`src/hdl/rgbhsv_pkg.sv`:
```
package rgbhsv_pkg;

  localparam int unsigned RgbMax = 255;
  localparam int unsigned SvMax  = 1000;
  localparam int unsigned ChW    = 8;
  localparam int unsigned QuoW   = 8;

  // Reciprocal of RgbMax in fixed point. It is exact for any product below about 2^18,
  // which covers 255 * SvMax.
  localparam int unsigned    RecipShift = 26;
  localparam longint unsigned RgbRecip  =
    ((longint'(1) << RecipShift) + longint'(RgbMax) - 1) / longint'(RgbMax);
  localparam longint unsigned SvRecip   = longint'(SvMax) * RgbRecip;

  typedef enum logic [1:0] {
    SEC_RED   = 2'd0,
    SEC_GREEN = 2'd1,
    SEC_BLUE  = 2'd2
  } sector_e;

  // Scales a 0..255 value by SvMax/RgbMax with truncation, clamped to 1023.
  // The division is a multiplication by the fixed-point reciprocal and a shift.
  function automatic logic [9:0] scale_sv(input logic [ChW-1:0] x);
    logic [47:0] prod;
    logic [47:0] quo;
    begin
      prod = 48'(x) * 48'(SvRecip);
      quo  = prod >> RecipShift;
      if (quo > 48'd1023) begin
        scale_sv = 10'd1023;
      end else begin
        scale_sv = quo[9:0];
      end
    end
  endfunction

endpackage

```
`src/hdl/rgb_to_hsv_convert_unit.sv`:
```
// RGB to HSV conversion, one item per clock.
// Throughput: one item per cycle; busy is tied low since the pipeline never stalls.
// The receiver cannot stall, so each result is shown for exactly one cycle.
// Reset clears only the valid bits of the pipeline; payload registers are not reset.
module rgb_to_hsv_convert_unit (
  input  logic        clk_i,
  input  logic        rst_ni,
  input  logic        start,
  output logic        busy,
  input  logic [15:0] red_in_i,
  input  logic [15:0] green_in_i,
  input  logic [15:0] blue_in_i,
  output logic        done_o,
  output logic [8:0]  hue_o,
  output logic [9:0]  saturation_o,
  output logic [9:0]  brightness_o
);

  localparam int unsigned W = rgbhsv_pkg::ChW;

  assign busy = 1'b0;

  // Stage 1: channel bytes, maximum, minimum and sector.
  logic [W-1:0] r1_q, g1_q, b1_q, mx1_q, mn1_q;
  rgbhsv_pkg::sector_e sec1_q;
  logic         v1_q, v2_q, v3_q, v4_q, v5_q, v6_q;

  always_ff @(posedge clk_i) begin
    logic [W-1:0] r, g, b, mx, mn;
    r = red_in_i[15:8];
    g = green_in_i[15:8];
    b = blue_in_i[15:8];
    mx = r;
    if (g > mx) mx = g;
    if (b > mx) mx = b;
    mn = r;
    if (g < mn) mn = g;
    if (b < mn) mn = b;
    r1_q <= r; g1_q <= g; b1_q <= b;
    mx1_q <= mx; mn1_q <= mn;
    if (r == mx) sec1_q <= rgbhsv_pkg::SEC_RED;
    else if (g == mx) sec1_q <= rgbhsv_pkg::SEC_GREEN;
    else sec1_q <= rgbhsv_pkg::SEC_BLUE;
  end

  // Stage 2: differences feeding the four dividers.
  logic [W-1:0] d2_q, mx2_q;
  logic [W-1:0] dr2_q, dg2_q, db2_q;
  rgbhsv_pkg::sector_e sec2_q;
  always_ff @(posedge clk_i) begin
    d2_q  <= mx1_q - mn1_q;
    mx2_q <= mx1_q;
    dr2_q <= mx1_q - r1_q;
    dg2_q <= mx1_q - g1_q;
    db2_q <= mx1_q - b1_q;
    sec2_q <= sec1_q;
  end

  // Divider guards: a zero denominator is replaced by one; the result is masked later.
  logic [W-1:0] dden, mden;
  assign dden = (d2_q == '0) ? W'(1) : d2_q;
  assign mden = (mx2_q == '0) ? W'(1) : mx2_q;

  logic [W-1:0] s4, rc4, gc4, bc4;
  rgbhsv_div u_div_s (.clk_i, .num_i(16'(d2_q) * 16'(rgbhsv_pkg::RgbMax)), .den_i(mden),
                      .quo_o(s4));
  rgbhsv_div u_div_r (.clk_i, .num_i(16'(dr2_q) * 16'(rgbhsv_pkg::RgbMax)), .den_i(dden),
                      .quo_o(rc4));
  rgbhsv_div u_div_g (.clk_i, .num_i(16'(dg2_q) * 16'(rgbhsv_pkg::RgbMax)), .den_i(dden),
                      .quo_o(gc4));
  rgbhsv_div u_div_b (.clk_i, .num_i(16'(db2_q) * 16'(rgbhsv_pkg::RgbMax)), .den_i(dden),
                      .quo_o(bc4));

  // Side band delayed alongside the two divider stages.
  logic [W-1:0] mx3_q, mx4_q;
  logic         z3_q, z4_q;
  rgbhsv_pkg::sector_e sec3_q, sec4_q;
  always_ff @(posedge clk_i) begin
    mx3_q <= mx2_q;  mx4_q <= mx3_q;
    z3_q  <= (mx2_q == '0) || (d2_q == '0);
    z4_q  <= z3_q;
    sec3_q <= sec2_q; sec4_q <= sec3_q;
  end

  // Stage 5: signed sector difference times 60.
  logic signed [15:0] hm5_q;
  logic [8:0]         base5_q;
  logic [W-1:0]       s5_q, mx5_q;
  logic               hz5_q;
  always_ff @(posedge clk_i) begin
    logic signed [9:0] df;
    unique case (sec4_q)
      rgbhsv_pkg::SEC_RED: begin
        df = 10'(bc4) - 10'(gc4); base5_q <= 9'd0;
      end
      rgbhsv_pkg::SEC_GREEN: begin
        df = 10'(rc4) - 10'(bc4); base5_q <= 9'd120;
      end
      default: begin
        df = 10'(gc4) - 10'(rc4); base5_q <= 9'd240;
      end
    endcase
    hm5_q <= 16'(df) * 16'sd60;
    s5_q  <= z4_q ? '0 : s4;
    hz5_q <= z4_q || (s4 == '0);
    mx5_q <= mx4_q;
  end

  // Stage 6: divide by 255 toward zero, wrap, scale outputs.
  logic [8:0] h6_q;
  logic [9:0] s6_q, v6p_q;
  always_ff @(posedge clk_i) begin
    logic        neg;
    logic [15:0] mag;
    logic [15:0] q;
    logic signed [10:0] h;
    neg = hm5_q[15];
    mag = neg ? 16'(-hm5_q) : 16'(hm5_q);
    q   = 16'((32'(mag) * 32'd257 + 32'd257) >> 16);
    if (32'(q) * 32'(rgbhsv_pkg::RgbMax) > 32'(mag)) q = q - 16'd1;
    h = 11'(base5_q) + (neg ? -11'(q) : 11'(q));
    if (h < 0) h = h + 11'sd360;
    h6_q  <= hz5_q ? 9'd0 : 9'(h);
    s6_q  <= rgbhsv_pkg::scale_sv(s5_q);
    v6p_q <= rgbhsv_pkg::scale_sv(mx5_q);
  end

  always_ff @(posedge clk_i or negedge rst_ni) begin
    if (!rst_ni) begin
      {v1_q, v2_q, v3_q, v4_q, v5_q, v6_q} <= '0;
    end else begin
      v1_q <= start;
      v2_q <= v1_q;
      v3_q <= v2_q;
      v4_q <= v3_q;
      v5_q <= v4_q;
      v6_q <= v5_q;
    end
  end

  assign done_o       = v6_q;
  assign hue_o        = h6_q;
  assign saturation_o = s6_q;
  assign brightness_o = v6p_q;

endmodule

```
`src/hdl/rgbhsv_div.sv`:
```
// Pipelined restoring divider: quotient = num / den for num <= den * 255.
// Operand widths are fixed; four quotient bits are resolved per stage.
module rgbhsv_div (
  input  logic                            clk_i,
  input  logic [rgbhsv_pkg::ChW+7:0]      num_i,
  input  logic [rgbhsv_pkg::ChW-1:0]      den_i,
  output logic [rgbhsv_pkg::QuoW-1:0]     quo_o
);

  localparam int unsigned NW = rgbhsv_pkg::ChW + 8;
  localparam int Steps = 4;

  // Dividend is at most 255*255 < 2^16, quotient at most 255 (8 bits).
  // Two stages, four quotient bits each.
  logic [NW-1:0]  rem_q;
  logic [7:0]     den_q;
  logic [7:0]     quo_q [2];
  logic [NW-1:0]  rem_d;
  logic [7:0]     quo_d [2];

  always_comb begin
    logic [NW-1:0] r;
    logic [7:0]    qv;
    r  = num_i;
    qv = '0;
    for (int k = 7; k >= 8 - Steps; k--) begin
      if (r >= ({8'd0, den_i} << k)) begin
        r = r - ({8'd0, den_i} << k);
        qv[k] = 1'b1;
      end
    end
    rem_d    = r;
    quo_d[0] = qv;
  end

  always_comb begin
    logic [NW-1:0] r;
    logic [7:0]    qv;
    r  = rem_q;
    qv = quo_q[0];
    for (int k = 7 - Steps; k >= 0; k--) begin
      if (r >= ({8'd0, den_q} << k)) begin
        r = r - ({8'd0, den_q} << k);
        qv[k] = 1'b1;
      end
    end
    quo_d[1] = qv;
  end

  always_ff @(posedge clk_i) begin
    rem_q    <= rem_d;
    quo_q[0] <= quo_d[0];
    den_q    <= den_i;
    quo_q[1] <= quo_d[1];
  end

  assign quo_o = quo_q[1];

endmodule

```
`config.mk`:
```
export PLATFORM = sky130hd
export DESIGN_NAME = rgb_to_hsv_convert_unit
export DESIGN_NICKNAME = d
export VERILOG_FILES = /design/src/hdl/rgbhsv_pkg.sv /design/src/hdl/rgb_to_hsv_convert_unit.sv /design/src/hdl/rgbhsv_div.sv
export SDC_FILE = /design/constraint.sdc
export NUM_CORES = 2
export LEC_CHECK = 0
export BUFFER_PORTS_ARGS = -buffer_cell sky130_fd_sc_hd__clkbuf_2
export CAP_MARGIN = 20
export CELL_PAD_IN_SITES_DETAIL_PLACEMENT = 0
export CELL_PAD_IN_SITES_GLOBAL_PLACEMENT = 1
export CORE_AREA = 2 2 295 297
export DETAILED_ROUTE_END_ITERATION = 10
export DIE_AREA = 0 0 297 299
export GPL_TIMING_DRIVEN = 0
export HOLD_SLACK_MARGIN = 0.03
export PLACE_DENSITY_LB_ADDON = 0.2
export SLEW_MARGIN = 20
export SYNTH_ARGS = -nofsm -noshare
export SYNTH_HDL_FRONTEND = slang
export SYNTH_HIERARCHICAL = 1
export SYNTH_SLANG_ARGS = --single-unit
```
`constraint.sdc`:
```
create_clock -name clk_i -period 15.95 [get_ports clk_i]
set_input_delay 0.7975 -clock clk_i [delete_from_list [all_inputs] [get_ports clk_i]]
set_output_delay 0.7975 -clock clk_i [all_outputs]
set_load 0.02 [all_outputs]
```
==> results_dict.tcl <==
set metrics [dict create \
    finalSetupViolations 0 \
    drt_first_pass_iters 7 \
    critPathSlowestCell "nor4b_2" \
    clock-root-buffer "clkbuf_16" \
    crit_required_ps 16390 \
    clk_pin_slew_worst_paths_ps 60 \
    synth_cell_types 118 \
    start_kind "flop" \
    cts_tree "done" \
    num_rows 108 \
    syn_area_um2 43400 \
    max_stage_delay_ps 680 \
    outcome "completed" \
    drive_above_1_share 0.0722 \
    nets 6121 \
    initialDrtViolationCount 1852 \
    core-area_um2 85900 \
    die-area_um2 88800 \
    num_vias 33800 \
    drv_slew 0 \
    path_max_fanout 10 \
    postPlaceCellArea_um2 45100 \
    start_util 0.505 \
    end_kind "flop" \
    cp.arrival_ps 15110 \
    wl_per_cell_um 16.1 \
    synth-edff-count 0 \
    wl_met2_mm 45.3 \
    grt_max_degree 16 \
    maxSlewHeadroom 0.316 \
    clock-sinks 319 \
    ant_nets 0 \
    place_ws_ps 1470 \
    final_cell_area_um2 46600 \
    overflow 0 \
    ios 82 \
    hpwl_mm 84.5 \
    track_usage 0.230 \
    die_w_um 297 \
    fmax_mhz 68.2 \
    final_hold_viol_count 0 \
    ys_ff_latch 319 \
    wirelength_mm 101 \
    hp-class "reg -> reg" \
    antenna_found_initial 4 \
    max_slew.worst_pin.slew_ps 1030 \
    fin_skew_ps 31.3 \
    min_period_ps 14670 \
    drc 0 \
    setup_slack_ps 1280 \
    io_buffer_count 56 \
    topRoutingLayerUsed "met4" \
    met3_length_mm 3.02 \
    setup_tns_ps 0 \
    areaGrowthSynthToFinish_pct 7.41 \
    clock_latency_ps 580 \
    gp_congestion 0.894 \
    grt_pass1_wl_mm 170 \
    drv_cap 0 \
    async_reset_ff_frac 0.0188 \
    avgSynthCellArea_um2 8.79 \
    ys_seq_area_frac 0.148 \
    route.layer.met1.wl_mm 50.1 \
    syn_inst 4937 \
    fin_crit_sh 0.920 \
    cts_buffers 42 \
    grt_pass1_vias 33800 \
    cp_common_cell "nor2_1" \
    die_y_um 299 \
    synth_warnings 6 \
    crit_type "reg -> reg" \
    vias_per_cell 5.42 \
    holdPathStages 0 \
    synth_top_flop_cell "dfxtp_1" \
    h-tree-depth 2 \
    rr_worst_depth 51 \
    ctsLongestPathBuffers 3 \
    rsz0062_at_grt "no" \
]
## worst max-delay path, delay by kind of cell, from the launching register on
family                   cells  cell delay, ps
AND/OR/NAND/NOR             17            3830
multiplexers                 5            1710
buffers and inverters        5            1340
XOR/XNOR                     1             140
AO/OA/AOI/OAI               14            3170
flip-flops                   1             420
adder cells (fa/ha/maj)      9            3900
## per-stage QoR
step,util,hold WS (ps),instances
final,0.542,311,6237
after CTS,0.542,286,6235
after global routing,0.542,300,6235
after detailed placement,0.525,312,6156
after floorplan,-,310,4944
after global placement,0.525,311,6155
## worst paths after layout
kind                                 startpoint                         to  slack (ps)
worst min-delay path               z3_q$_DFF_P_               z4_q$_DFF_P_         310
max in group asynchronous                rst_ni             v4_q$_DFF_PN0_       15230
worst max-delay path            d2_q[0]$_DFF_P_  u_div_s/rem_q[11]$_DFF_P_        1280
min in group asynchronous                rst_ni             v5_q$_DFF_PN0_         570
worst min register to register     z3_q$_DFF_P_               z4_q$_DFF_P_         310
worst max register to register  d2_q[0]$_DFF_P_  u_div_s/rem_q[11]$_DFF_P_        1280
## Yosys cell counts (15+ instances only)
| master | instances | share of area |
|---|---|---|
| a211oi_1 | 46 | 0.0080 |
| a21boi_0 | 38 | 0.0066 |
| a21o_1 | 128 | 0.022 |
| a21oi_1 | 308 | 0.036 |
| a31oi_1 | 24 | 0.0035 |
| and2_1 | 32 | 0.0046 |
| and3_1 | 18 | 0.0026 |
| clkbuf_1 | 41 | 0.0035 |
| dfxtp_1 | 313 | 0.14 |
| fa_1 | 307 | 0.14 |
| ha_1 | 717 | 0.21 |
| inv_1 | 729 | 0.063 |
| mux2_1 | 16 | 0.0042 |
| mux2_2 | 73 | 0.019 |
| mux2_4 | 24 | 0.0083 |
| mux2i_1 | 77 | 0.018 |
| nand2_1 | 234 | 0.020 |
| nand2b_1 | 69 | 0.010 |
| nand3_1 | 51 | 0.0059 |
| nand4_1 | 74 | 0.011 |
| nor2_1 | 297 | 0.026 |
| nor2b_1 | 81 | 0.012 |
| nor3_1 | 84 | 0.0097 |
| nor3b_1 | 16 | 0.0028 |
| nor4_1 | 20 | 0.0029 |
| o211ai_1 | 29 | 0.0050 |
| o21a_1 | 73 | 0.013 |
| o21ai_0 | 234 | 0.027 |
| o21ai_1 | 15 | 0.0017 |
| o21bai_1 | 28 | 0.0048 |
| o22ai_1 | 20 | 0.0029 |
| o31a_1 | 16 | 0.0032 |
| o31ai_1 | 39 | 0.0068 |
| or2_2 | 28 | 0.0040 |
| or3_1 | 33 | 0.0048 |
| xnor2_1 | 236 | 0.048 |
| xor2_1 | 85 | 0.017 |
## kinds of logic (layout without fill, tap and decap cells)
family | after synthesis | count (layout) | share of synthesized area
other | 2 | 11 | 0.000173
DFF | 319 | 319 | 0.148
xor gates and xnor gates | 327 | 327 | 0.0677
and+or+nand+nor | 1131 | 1131 | 0.138
buffers and inverters | 798 | 934 | 0.0709
AOI/OAI and AO/OA | 1145 | 1145 | 0.178
adders and majority gates | 1025 | 1025 | 0.349
muxes | 190 | 190 | 0.0492
## state kept, by name, summed over array words and instances, names as in the netlist, 12 cells and up
register and cells:
u_div_g/quo_q 12, u_div_g/rem_q 16, u_div_r/quo_q 12, u_div_s/quo_q 12, u_div_s/rem_q 16, u_div_b/quo_q 12
hm5_q 14, u_div_r/rem_q 16, u_div_b/rem_q 16
## final cells by class
| type | instances | area [um2] |
|---|---|---|
| Multi-Input combinational cell | 3827 | 33900 |
| Sequential cell | 319 | 6420 |
| Clock inverter | 23 | 259 |
| Timing Repair Buffer | 58 | 298 |
| Clock buffer | 55 | 1170 |
| Antenna cell | 2 | 5.00 |
| Buffer | 65 | 323 |
| Tap cell | 1155 | 1450 |
| Fill cell | 8138 | 39400 |
| Inverter | 733 | 2750 |
## repair_timing
item                                   CTS  global route
resized for setup                        0             0
buffers inserted                         0             0
hold buffers                             1             0
endpoints found under the hold margin    6             0
## per-layer routing
layer	up-vias	GRT usage
met1	15800	0.322
met4	0	0.0538
met3	134	0.0227
li1	17400	-
met5	-	0
met2	493	0.381
## cell usage in the layout (no fill, tap or decap), types with 38 or more instances in the layout
cell type,synthesis,layout
clkbuf_16,0,43
a211oi_1,46,46
nand3_1,51,51
clkbuf_2,0,56
nor2b_1,81,81
mux2i_1,77,76
fa_1,307,307
nand4_1,74,74
o21a_1,73,73
a21boi_0,38,38
xnor2_1,236,236
ha_1,717,717
nor2_1,297,297
dfxtp_1,313,313
nor3_1,84,84
inv_1,729,729
o31ai_1,39,38
xor2_1,85,85
o21ai_0,234,233
nand2_1,234,234
a21o_1,128,128
clkbuf_1,41,48
nand2b_1,69,69
a21oi_1,308,308
mux2_2,73,73
Power is not shown: default switching activity piles up to over one toggle a cycle in this logic, so the estimate is an artifact.
